## src/hw/rtl/sob_pkg.sv

```systemverilog
package sob_pkg;

	localparam logic [7:0]  CH_MAX     = 8'd255;
	localparam logic [16:0] ROUND_BIAS = 17'd128;

	localparam int CH_RED   = 0;
	localparam int CH_GREEN = 1;
	localparam int CH_BLUE  = 2;
	localparam int CH_ALPHA = 3;
	localparam int NUM_CH   = 4;

	localparam int PADDR_W = 3;
	localparam logic [0:0] REG_OPACITY = 1'b0;

	typedef logic [NUM_CH-1:0][7:0] pixel_t;

	typedef struct packed {
		pixel_t src;
		pixel_t dst;
		logic   span_end;
	} beat_t;

	typedef struct packed {
		pixel_t src;
		pixel_t scaled;
		pixel_t dst;
		logic   opaque;
		logic   span_end;
	} mid_t;

	function automatic logic [15:0] mul8(input logic [7:0] a, input logic [7:0] b);
		return 16'(a) * 16'(b);
	endfunction

	function automatic logic [7:0] div255_round(input logic [15:0] v);
		logic [16:0] t;
		logic [16:0] u;
		t = {1'b0, v} + ROUND_BIAS;
		u = t + {8'b0, t[16:8]};
		return u[15:8];
	endfunction

	function automatic logic [7:0] sat_add(input logic [7:0] a, input logic [7:0] b);
		logic [8:0] s;
		s = {1'b0, a} + {1'b0, b};
		return s[8] ? CH_MAX : s[7:0];
	endfunction

endpackage

```

## src/hw/rtl/sob_src_scale.sv

```systemverilog
module sob_src_scale (
	input  logic          clk,
	input  logic          arst_n,
	input  logic [7:0]    opacity,
	input  logic          in_valid,
	output logic          in_ready,
	input  sob_pkg::beat_t in_beat,
	output logic          out_valid,
	input  logic          out_ready,
	output sob_pkg::mid_t out_mid
);
	import sob_pkg::*;

	logic        v_s1;
	beat_t       beat_s1;
	logic [15:0] sprod_s1 [NUM_CH];
	logic        opaque_s1;
	logic        v_s2;
	mid_t        mid_s2;
	logic        en_s1;
	logic        en_s2;

	assign en_s2    = !v_s2 || out_ready;
	assign en_s1    = !v_s1 || en_s2;
	assign in_ready = en_s1;

	always_ff @(posedge clk or negedge arst_n) begin
		if (!arst_n) begin
			v_s1 <= 1'b0;
			v_s2 <= 1'b0;
		end else begin
			if (en_s1) begin
				v_s1 <= in_valid;
			end
			if (en_s2) begin
				v_s2 <= v_s1;
			end
		end
	end

	always_ff @(posedge clk) begin
		if (en_s1 && in_valid) begin
			beat_s1   <= in_beat;
			opaque_s1 <= (opacity == CH_MAX);
			for (int c = 0; c < NUM_CH; c++) begin
				sprod_s1[c] <= mul8(in_beat.src[c], opacity);
			end
		end
		if (en_s2 && v_s1) begin
			mid_s2.src      <= beat_s1.src;
			mid_s2.dst      <= beat_s1.dst;
			mid_s2.opaque   <= opaque_s1;
			mid_s2.span_end <= beat_s1.span_end;
			for (int c = 0; c < NUM_CH; c++) begin
				mid_s2.scaled[c] <= div255_round(sprod_s1[c]);
			end
		end
	end

	assign out_valid = v_s2;
	assign out_mid   = mid_s2;

	a_s1_advances: assert property (@(posedge clk) disable iff (!arst_n)
		v_s1 && en_s2 |=> v_s2)
		else $error("stage 1 beat lost on advance");

	a_full_alpha: assert property (@(posedge clk) disable iff (!arst_n)
		v_s1 && en_s2 && opaque_s1 && beat_s1.src[CH_ALPHA] == CH_MAX
		|=> mid_s2.scaled[CH_ALPHA] == CH_MAX)
		else $error("full alpha at full opacity not preserved");

	a_stall_hold: assert property (@(posedge clk) disable iff (!arst_n)
		v_s2 && !out_ready |=> v_s2 && $stable(mid_s2))
		else $error("stage 2 changed while stalled");

endmodule

```

## src/hw/rtl/sob_dst_mix.sv

```systemverilog
module sob_dst_mix (
	input  logic           clk,
	input  logic           arst_n,
	input  logic           in_valid,
	output logic           in_ready,
	input  sob_pkg::mid_t  in_mid,
	output logic           out_valid,
	input  logic           out_ready,
	output sob_pkg::pixel_t out_pixel,
	output logic           out_span_end
);
	import sob_pkg::*;

	logic        v_s3;
	mid_t        mid_s3;
	logic [15:0] dprod_s3 [NUM_CH];
	logic        v_s4;
	pixel_t      pix_s4;
	logic        span_s4;
	logic        en_s3;
	logic        en_s4;
	logic [7:0]  inv_a;
	logic [7:0]  eff_a;
	pixel_t      blend;

	assign en_s4    = !v_s4 || out_ready;
	assign en_s3    = !v_s3 || en_s4;
	assign in_ready = en_s3;
	assign inv_a    = CH_MAX - in_mid.scaled[CH_ALPHA];
	assign eff_a    = mid_s3.scaled[CH_ALPHA];

	always_comb begin
		for (int c = 0; c < NUM_CH; c++) begin
			blend[c] = sat_add(mid_s3.scaled[c], div255_round(dprod_s3[c]));
		end
	end

	always_ff @(posedge clk or negedge arst_n) begin
		if (!arst_n) begin
			v_s3 <= 1'b0;
			v_s4 <= 1'b0;
		end else begin
			if (en_s3) begin
				v_s3 <= in_valid;
			end
			if (en_s4) begin
				v_s4 <= v_s3;
			end
		end
	end

	always_ff @(posedge clk) begin
		if (en_s3 && in_valid) begin
			mid_s3 <= in_mid;
			for (int c = 0; c < NUM_CH; c++) begin
				dprod_s3[c] <= mul8(in_mid.dst[c], inv_a);
			end
		end
		if (en_s4 && v_s3) begin
			span_s4 <= mid_s3.span_end;
			if (eff_a == 8'd0) begin
				pix_s4 <= mid_s3.dst;
			end else if (eff_a == CH_MAX && mid_s3.opaque) begin
				pix_s4 <= mid_s3.src;
			end else begin
				pix_s4 <= blend;
			end
		end
	end

	assign out_valid    = v_s4;
	assign out_pixel    = pix_s4;
	assign out_span_end = span_s4;

	a_transparent: assert property (@(posedge clk) disable iff (!arst_n)
		v_s3 && en_s4 && eff_a == 8'd0 |=> pix_s4 == $past(mid_s3.dst))
		else $error("transparent source did not pass destination");

	a_copy: assert property (@(posedge clk) disable iff (!arst_n)
		v_s3 && en_s4 && eff_a == CH_MAX && mid_s3.opaque |=> pix_s4 == $past(mid_s3.src))
		else $error("opaque source not copied");

	a_s3_advances: assert property (@(posedge clk) disable iff (!arst_n)
		v_s3 && en_s4 |=> v_s4)
		else $error("stage 3 beat lost on advance");

endmodule

```

## src/hw/rtl/source_over_alpha_blend_core.sv

```systemverilog
// Source-over blend of premultiplied 8-bit RGBA pixels under a global opacity
// register (APB byte address 0, reset 255). One pixel beat is accepted every
// clock while the output is not stalled; each result passes through the two
// multiply/divide-by-255 steps (source scale, then destination weight), each
// split over two register stages. Each stage holds only while the stage after
// it is full and stalled, so bubbles close up under output backpressure.
// Write opacity only while no beat is in flight.
module source_over_alpha_blend_core (
	input  logic                        clk,
	input  logic                        arst_n,
	input  logic                        psel,
	input  logic                        penable,
	input  logic                        pwrite,
	input  logic [sob_pkg::PADDR_W-1:0] paddr,
	input  logic [31:0]                 pwdata,
	output logic [31:0]                 prdata,
	output logic                        pready,
	input  logic                        in_valid,
	output logic                        in_ready,
	input  logic [7:0]                  src_red,
	input  logic [7:0]                  src_green,
	input  logic [7:0]                  src_blue,
	input  logic [7:0]                  src_alpha,
	input  logic [7:0]                  dst_red,
	input  logic [7:0]                  dst_green,
	input  logic [7:0]                  dst_blue,
	input  logic [7:0]                  dst_alpha,
	input  logic                        span_end,
	output logic                        out_valid,
	input  logic                        out_ready,
	output logic [7:0]                  out_red,
	output logic [7:0]                  out_green,
	output logic [7:0]                  out_blue,
	output logic [7:0]                  out_alpha,
	output logic                        out_span_end
);
	import sob_pkg::*;

	logic [7:0] opacity_q;
	logic [0:0] reg_idx;
	beat_t      in_beat;
	mid_t       mid;
	logic       mid_valid;
	logic       mid_ready;
	pixel_t     out_pixel;

	assign pready  = 1'b1;
	assign reg_idx = paddr[PADDR_W-1:PADDR_W-1];
	assign prdata  = (reg_idx == REG_OPACITY) ? {24'b0, opacity_q} : 32'b0;

	always_ff @(posedge clk or negedge arst_n) begin
		if (!arst_n) begin
			opacity_q <= CH_MAX;
		end else if (psel && penable && pwrite && pready && reg_idx == REG_OPACITY) begin
			opacity_q <= pwdata[7:0];
		end
	end

	assign in_beat.src      = {src_alpha, src_blue, src_green, src_red};
	assign in_beat.dst      = {dst_alpha, dst_blue, dst_green, dst_red};
	assign in_beat.span_end = span_end;

	sob_src_scale u_src_scale (
		.clk       (clk),
		.arst_n    (arst_n),
		.opacity   (opacity_q),
		.in_valid  (in_valid),
		.in_ready  (in_ready),
		.in_beat   (in_beat),
		.out_valid (mid_valid),
		.out_ready (mid_ready),
		.out_mid   (mid)
	);

	sob_dst_mix u_dst_mix (
		.clk          (clk),
		.arst_n       (arst_n),
		.in_valid     (mid_valid),
		.in_ready     (mid_ready),
		.in_mid       (mid),
		.out_valid    (out_valid),
		.out_ready    (out_ready),
		.out_pixel    (out_pixel),
		.out_span_end (out_span_end)
	);

	assign out_red   = out_pixel[CH_RED];
	assign out_green = out_pixel[CH_GREEN];
	assign out_blue  = out_pixel[CH_BLUE];
	assign out_alpha = out_pixel[CH_ALPHA];

endmodule
```

## config.mk

```make
export PLATFORM = sky130hd
export DESIGN_NAME = source_over_alpha_blend_core
export DESIGN_NICKNAME = d
export VERILOG_FILES = /design/src/hw/rtl/sob_pkg.sv /design/src/hw/rtl/sob_src_scale.sv /design/src/hw/rtl/sob_dst_mix.sv /design/src/hw/rtl/source_over_alpha_blend_core.sv
export SDC_FILE = /design/constraint.sdc
export NUM_CORES = 2
export LEC_CHECK = 0
export ABC_CLOCK_PERIOD_IN_PS = 4850
export BUFFER_PORTS_ARGS = -buffer_cell sky130_fd_sc_hd__buf_4
export CAP_MARGIN = 30
export CORE_MARGIN = 4
export CORE_UTILIZATION = 53
export CTS_BUF_LIST = sky130_fd_sc_hd__clkbuf_8 sky130_fd_sc_hd__clkbuf_16
export CTS_CLUSTER_SIZE = 40
export DETAILED_ROUTE_END_ITERATION = 12
export GPL_ROUTABILITY_DRIVEN = 0
export PLACE_DENSITY = 0.71
export SLEW_MARGIN = 20
export SYNTH_ARGS = -nofsm -noshare
export SYNTH_HDL_FRONTEND = slang
export SYNTH_SLANG_ARGS = --single-unit
```

## constraint.sdc

```tcl
create_clock -name clk -period 4.85 [get_ports clk]
set_input_delay 0.2425 -clock clk [delete_from_list [all_inputs] [get_ports clk]]
set_output_delay 0.2425 -clock clk [all_outputs]
set_load 0.005 [all_outputs]
```

# After elaboration in Yosys (flattened, before gate mapping)
# Memory sizes are Yosys's and may differ from the RTL's.
# Cells that the tools add are included.
# word_totals
mem_bits_rw	128
output_inout_bits	68
regBits	307
mem_count	2
# mem_list
memory	depth	word_bits	rd	rd_clocked_by_memory_dff	write_ports	line_no	text
u_dst_mix.dprod_s3	4	16	4	0	4	sob_dst_mix.sv:16	logic [15:0] dprod_s3 [NUM_CH];
u_src_scale.sprod_s1	4	16	4	0	4	sob_src_scale.sv:16	logic [15:0] sprod_s1 [NUM_CH];
# op_classes
mux	11
reduce_logical	17
addsub	21
bitwise_logic	1
n_mul	8
eq_ne	2
# ops
operator	count
adder 16 x 8 -> 17 bit (second input constant)	8
adder 16 x 9 -> 16 bit	8
multiplier 8 x 8 -> 16 bit	8
2-to-1 mux 32 bit	2
2-to-1 mux 8 bit	5
adder 8 x 8 -> 9 bit	4
equality test 8 bit (second input constant)	2
logical AND 1 bit	8
zero test 8 bit	1
subtractor 8 bit (first input constant)	1
zero test 1 bit	4
logical OR 1 bit	4
2-to-1 mux 1 bit	4
inverter 1 bit	1

# Depth between registers and ports, before layout
# logic_depth
depth_word	8
ltp_mapped	21
ltp_nobuf	21

# Hierarchy
# A second synthesis with hierarchy kept.
# unflattened
cells_unflattened	3287
area_unflattened_um2	36264.8
# by_module_without_submodules
mod	area_each_um2	cells_per_inst	n_inst
sob_dst_mix	18491.5	1764	1
sob_src_scale	17184.0	1471	1
source_over_alpha_blend_core	589.3	52	1

# Worst setup path after synthesis
# Ideal clock, no wire load.
# synth_timing
path_type	register to register
from	register u_dst_mix.v_s4, in the netlist u_dst_mix.out_valid
to	memory u_dst_mix.dprod_s3[0][0], enable pin
path_stages_with_launch	4
arrival_ns	4.310
synth_period_minus_slack_ns	4.851
n_path_buf	0
required_time_ns	4.310
setup_ns	0.540
slack_ns	-0.001
path_cell_list	dfrtp_1 nor2b_1 nand2_1 and2_1
# synth_lines
item	line_no	text
start, declared	sob_dst_mix.sv:17	logic v_s4;
start signal, assigned	sob_dst_mix.sv:47	v_s4 <= v_s3;
end, declared	sob_dst_mix.sv:16	

==> impl_metrics.yaml <==
sta:
  fin_worst_skew_ns: 0.02675
  maxSlewViolCount: 0
  finalSetupTns_ns: 0
  hold_violations: 0
  slew-limit-headroom: 0.3846
  setup_viol: 0
  worst_pin_slew_ns: 0.9232
  fin_crit_sh: 0.9752
  finalCriticalPeriod_ns: 4.730
  max_freq_mhz: 211.4
worst_setup_path:
  crit_path_start: "u_src_scale.out_mid[60]"
  cpMaxStageDelayCell: "fa_1"
  startpoint_type: "flip-flop"
  crit_top_cell: "fa_1"
  crit_chain: "buf_12 -> nand2b_4 -> fa_1 -> inv_1 -> ha_4 -> inv_2 -> fa_1 -> inv_2 -> fa_1 -> ha_4 -> o21a_1 -> o31a_1 -> o211ai_1 -> a21oi_1 -> a2111oi_2 -> a21oi_1 -> xnor2_1"
  timing.rr.start: "u_src_scale.out_mid[60]"
  end_kind: "flip-flop"
  worstPathMaxFanout: 17
  max_stage_delay_ns: 0.59
  required_ns: 5.17
  critPathKind: "flip-flop to flip-flop"
  cp_data_arrival_time_ns: 5.05
floorplan:
  rows: 94
  dieArea_um2: 71320
  fp.coreArea_um2: 66100
  initial_utilization: 0.5381
  fp.dieH_um: 267.1
  boundaryPins: 175
  die_x_um: 267.1
drt:
  drc: 0
  routed-wl-met2_um: 37750
  first_iter_violations: 1307
  drt-met1-wl_um: 33860
  routed.top_layer: "met4"
  routedWlPerCell_um: 17.68
  wl_met3_um: 4065
  vias_per_cell: 5.471
  antenna_left: 0
  vias: 24140
  routed_wl_um: 78040
  dr.pass1.iters: 8
global_routing:
  grt_max_degree: 163
  track_usage: 0.2193
  grt-ovfl-total: 0
  grt_pass1_wl_um: 127200
  grt_pass1_vias: 25380
  antenna_found_initial: 2
place:
  dp_hpwl_um: 57070
  dp_cells: 4232
  port-buffer-count: 123
run:
  cap_violations: 0
final_layout:
  drive_above_1_share: 0.1150
  antenna_cells: 0
  nets: 4298
  post-route-util: 0.6203
  area_growth_pct: 15.28
  instances_no_fill: 4413
yosys:
  synth_compound_area_frac: 0.06997
  synth_xor_area_frac: 0.04876
  syn_inst: 3233
  ys.flop_type: "edfxtp_1"
  synth_top_area_cell: "edfxtp_1"
  synth_area_per_cell_um2: 11.00
  syn_area_um2: 35570
  async_flop_share: 0.02759
  yosys_register_bits: 435
  yosysSeqAreaShare: 0.3659
  synthSimpleGateAreaFrac: 0.1500
  synth_top_cell_area_share: 0.3571
  synth-warning-count: 0
  synth_top_family_by_area: "adder cells"
  synth_cell_types: 78
  muxShareOfSynthArea: 0.004644
  synth_edf_count: 423
  synth_area_leaders: "edfxtp_1 (36%), fa_1 (16%), ha_1 (14%)"
  synth-adder-area-share: 0.3009
clock_tree:
  cts.sinks: 435
  cts_tree: "built"
  clockRootBuffer: "clkbuf_16"
  clockBufferDepth: 3
  cts_buffers: 47
  clk_pin_slew_ns: 0.06
  clk_latency_ns: 0.59
  htreeDepth: 2
outcome:
  status: "complete, no violations"
worst_hold_path:
  hold_path_class: "input port to async pin"
-- flip-flops by register name (all words and copies together), names as in the netlist --
signal / cells
opacity_q: 8
u_dst_mix.dprod_s3: 64
u_dst_mix.eff_a: 8
u_dst_mix.mid_s3: 90
u_dst_mix.out_pixel: 32
u_dst_mix.out_span_end: 1
u_dst_mix.out_valid: 1
u_dst_mix.v_s3: 1
u_src_scale.beat_s1: 65
u_src_scale.opaque_s1: 1
u_src_scale.out_mid: 98
u_src_scale.out_valid: 1
u_src_scale.sprod_s1: 64
u_src_scale.v_s1: 1
-- cell type report --
class                      count  area (µm²)
clock buffer                  49        1226
fill                        5209       25100
inverter                     437        1654
sequential                   435       13020
clock inverter                38       467.9
tap                          864        1081
multi-input combinational   2290       20860
timing repair buffer         300        2700
-- cell usage after synthesis (67+ instances only) --
cell type	number
inv_1	436
edfxtp_1	423
ha_1	388
fa_1	292
nand2_1	224
nor2b_1	163
nand2b_1	158
and2_1	151
xnor2_1	140
a21oi_1	122
nor2_1	110
o21ai_0	67
-- layer usage --
metal / global-route usage / vias to the layer above
li1: - / 11380
met1: 0.2951 / 11960
met2: 0.3689 / 643
met3: 0.03280 / 163
met4: 0.07182 / 0
met5: 0 / -
-- through the flow --
step	worst slack (ns)	instance area, µm²	hold slack [ns]
2_1_floorplan	0.09067	35650	-0.05309
3_3_place_gp	0.1067	38040	0.08799
3_5_place_dp	-0.02681	38040	0.08860
4_1_cts	0.01625	40500	0.01093
5_1_grt	-0.03035	41000	0.06099
6_report	0.1201	41000	0.05944
-- cell families after synthesis --
group / after synthesis
compound gates: 386
xor+xnor: 198
fa+ha+maj: 680
buf+inv: 531
flops: 435
mux: 15
other cells: 2
simple gates: 986
-- cell usage in the layout, fill, tap and decap left out, types with 8 or more instances in the layout --
cell type / synthesis / layout
a21o_1: 22 / 22
a21oi_1: 122 / 116
a31oi_1: 12 / 11
and2_1: 151 / 148
and3_1: 26 / 26
buf_12: 0 / 18
buf_4: 25 / 205
bufinv_16: 0 / 10
clkbuf_16: 0 / 51
clkinvlp_4: 0 / 9
conb_1: 2 / 25
dlygate4sd3_1: 0 / 75
edfxtp_1: 423 / 423
fa_1: 292 / 291
ha_1: 388 / 381
inv_1: 436 / 440
mux2_2: 12 / 12
nand2_1: 224 / 224
nand2b_1: 158 / 155
nand3_1: 65 / 63
nand4_1: 16 / 16
nor2_1: 110 / 109
nor2b_1: 163 / 162
nor3_1: 25 / 24
nor4_1: 10 / 8
o211ai_1: 12 / 12
o21a_1: 30 / 30
o21ai_0: 67 / 59
o21ai_1: 10 / 16
o22ai_1: 28 / 26
o31a_1: 10 / 10
xnor2_1: 140 / 138
xor2_1: 58 / 49
xor2_2: 0 / 9
-- worst max-delay path, delay by kind of cell (launching register included) --
family | cells | cell delay [ns]
AND/OR/NAND/NOR | 1 | 0.15
flip-flops | 1 | 0.43
AO/OA/AOI/OAI | 6 | 1.23
buffers and inverters | 4 | 0.33
adder cells (fa/ha/maj) | 5 | 2.19
XOR/XNOR | 1 | 0.15
-- what timing repair did --
item                       CTS  global route
buffers inserted             0            16
pin swaps                    1            18
gates cloned                 0             2
gates resized for setup      2            64
hold buffers                75             0
hold endpoints to repair    86             0
setup endpoints to repair    3            57
-- worst paths after layout --
check / to / slack, ns / depth (start not counted)
worst max-delay path: u_dst_mix.dprod_s3[2][15] / 0.12 / 17
worst min-delay path: u_dst_mix.out_valid / 0.06 / 2
worst max register to register: u_dst_mix.dprod_s3[2][15] / 0.12 / 17
worst min register to register: u_src_scale.out_mid[70] / 0.40 / 0
max in group asynchronous: opacity_q[4] / 4.56 / 2
min in group clk: u_dst_mix.v_s3 / 0.06 / 4
Power is left out: the tool's default activity adds up to more than one toggle a clock period on the data nets, which glitch-free logic cannot reach.
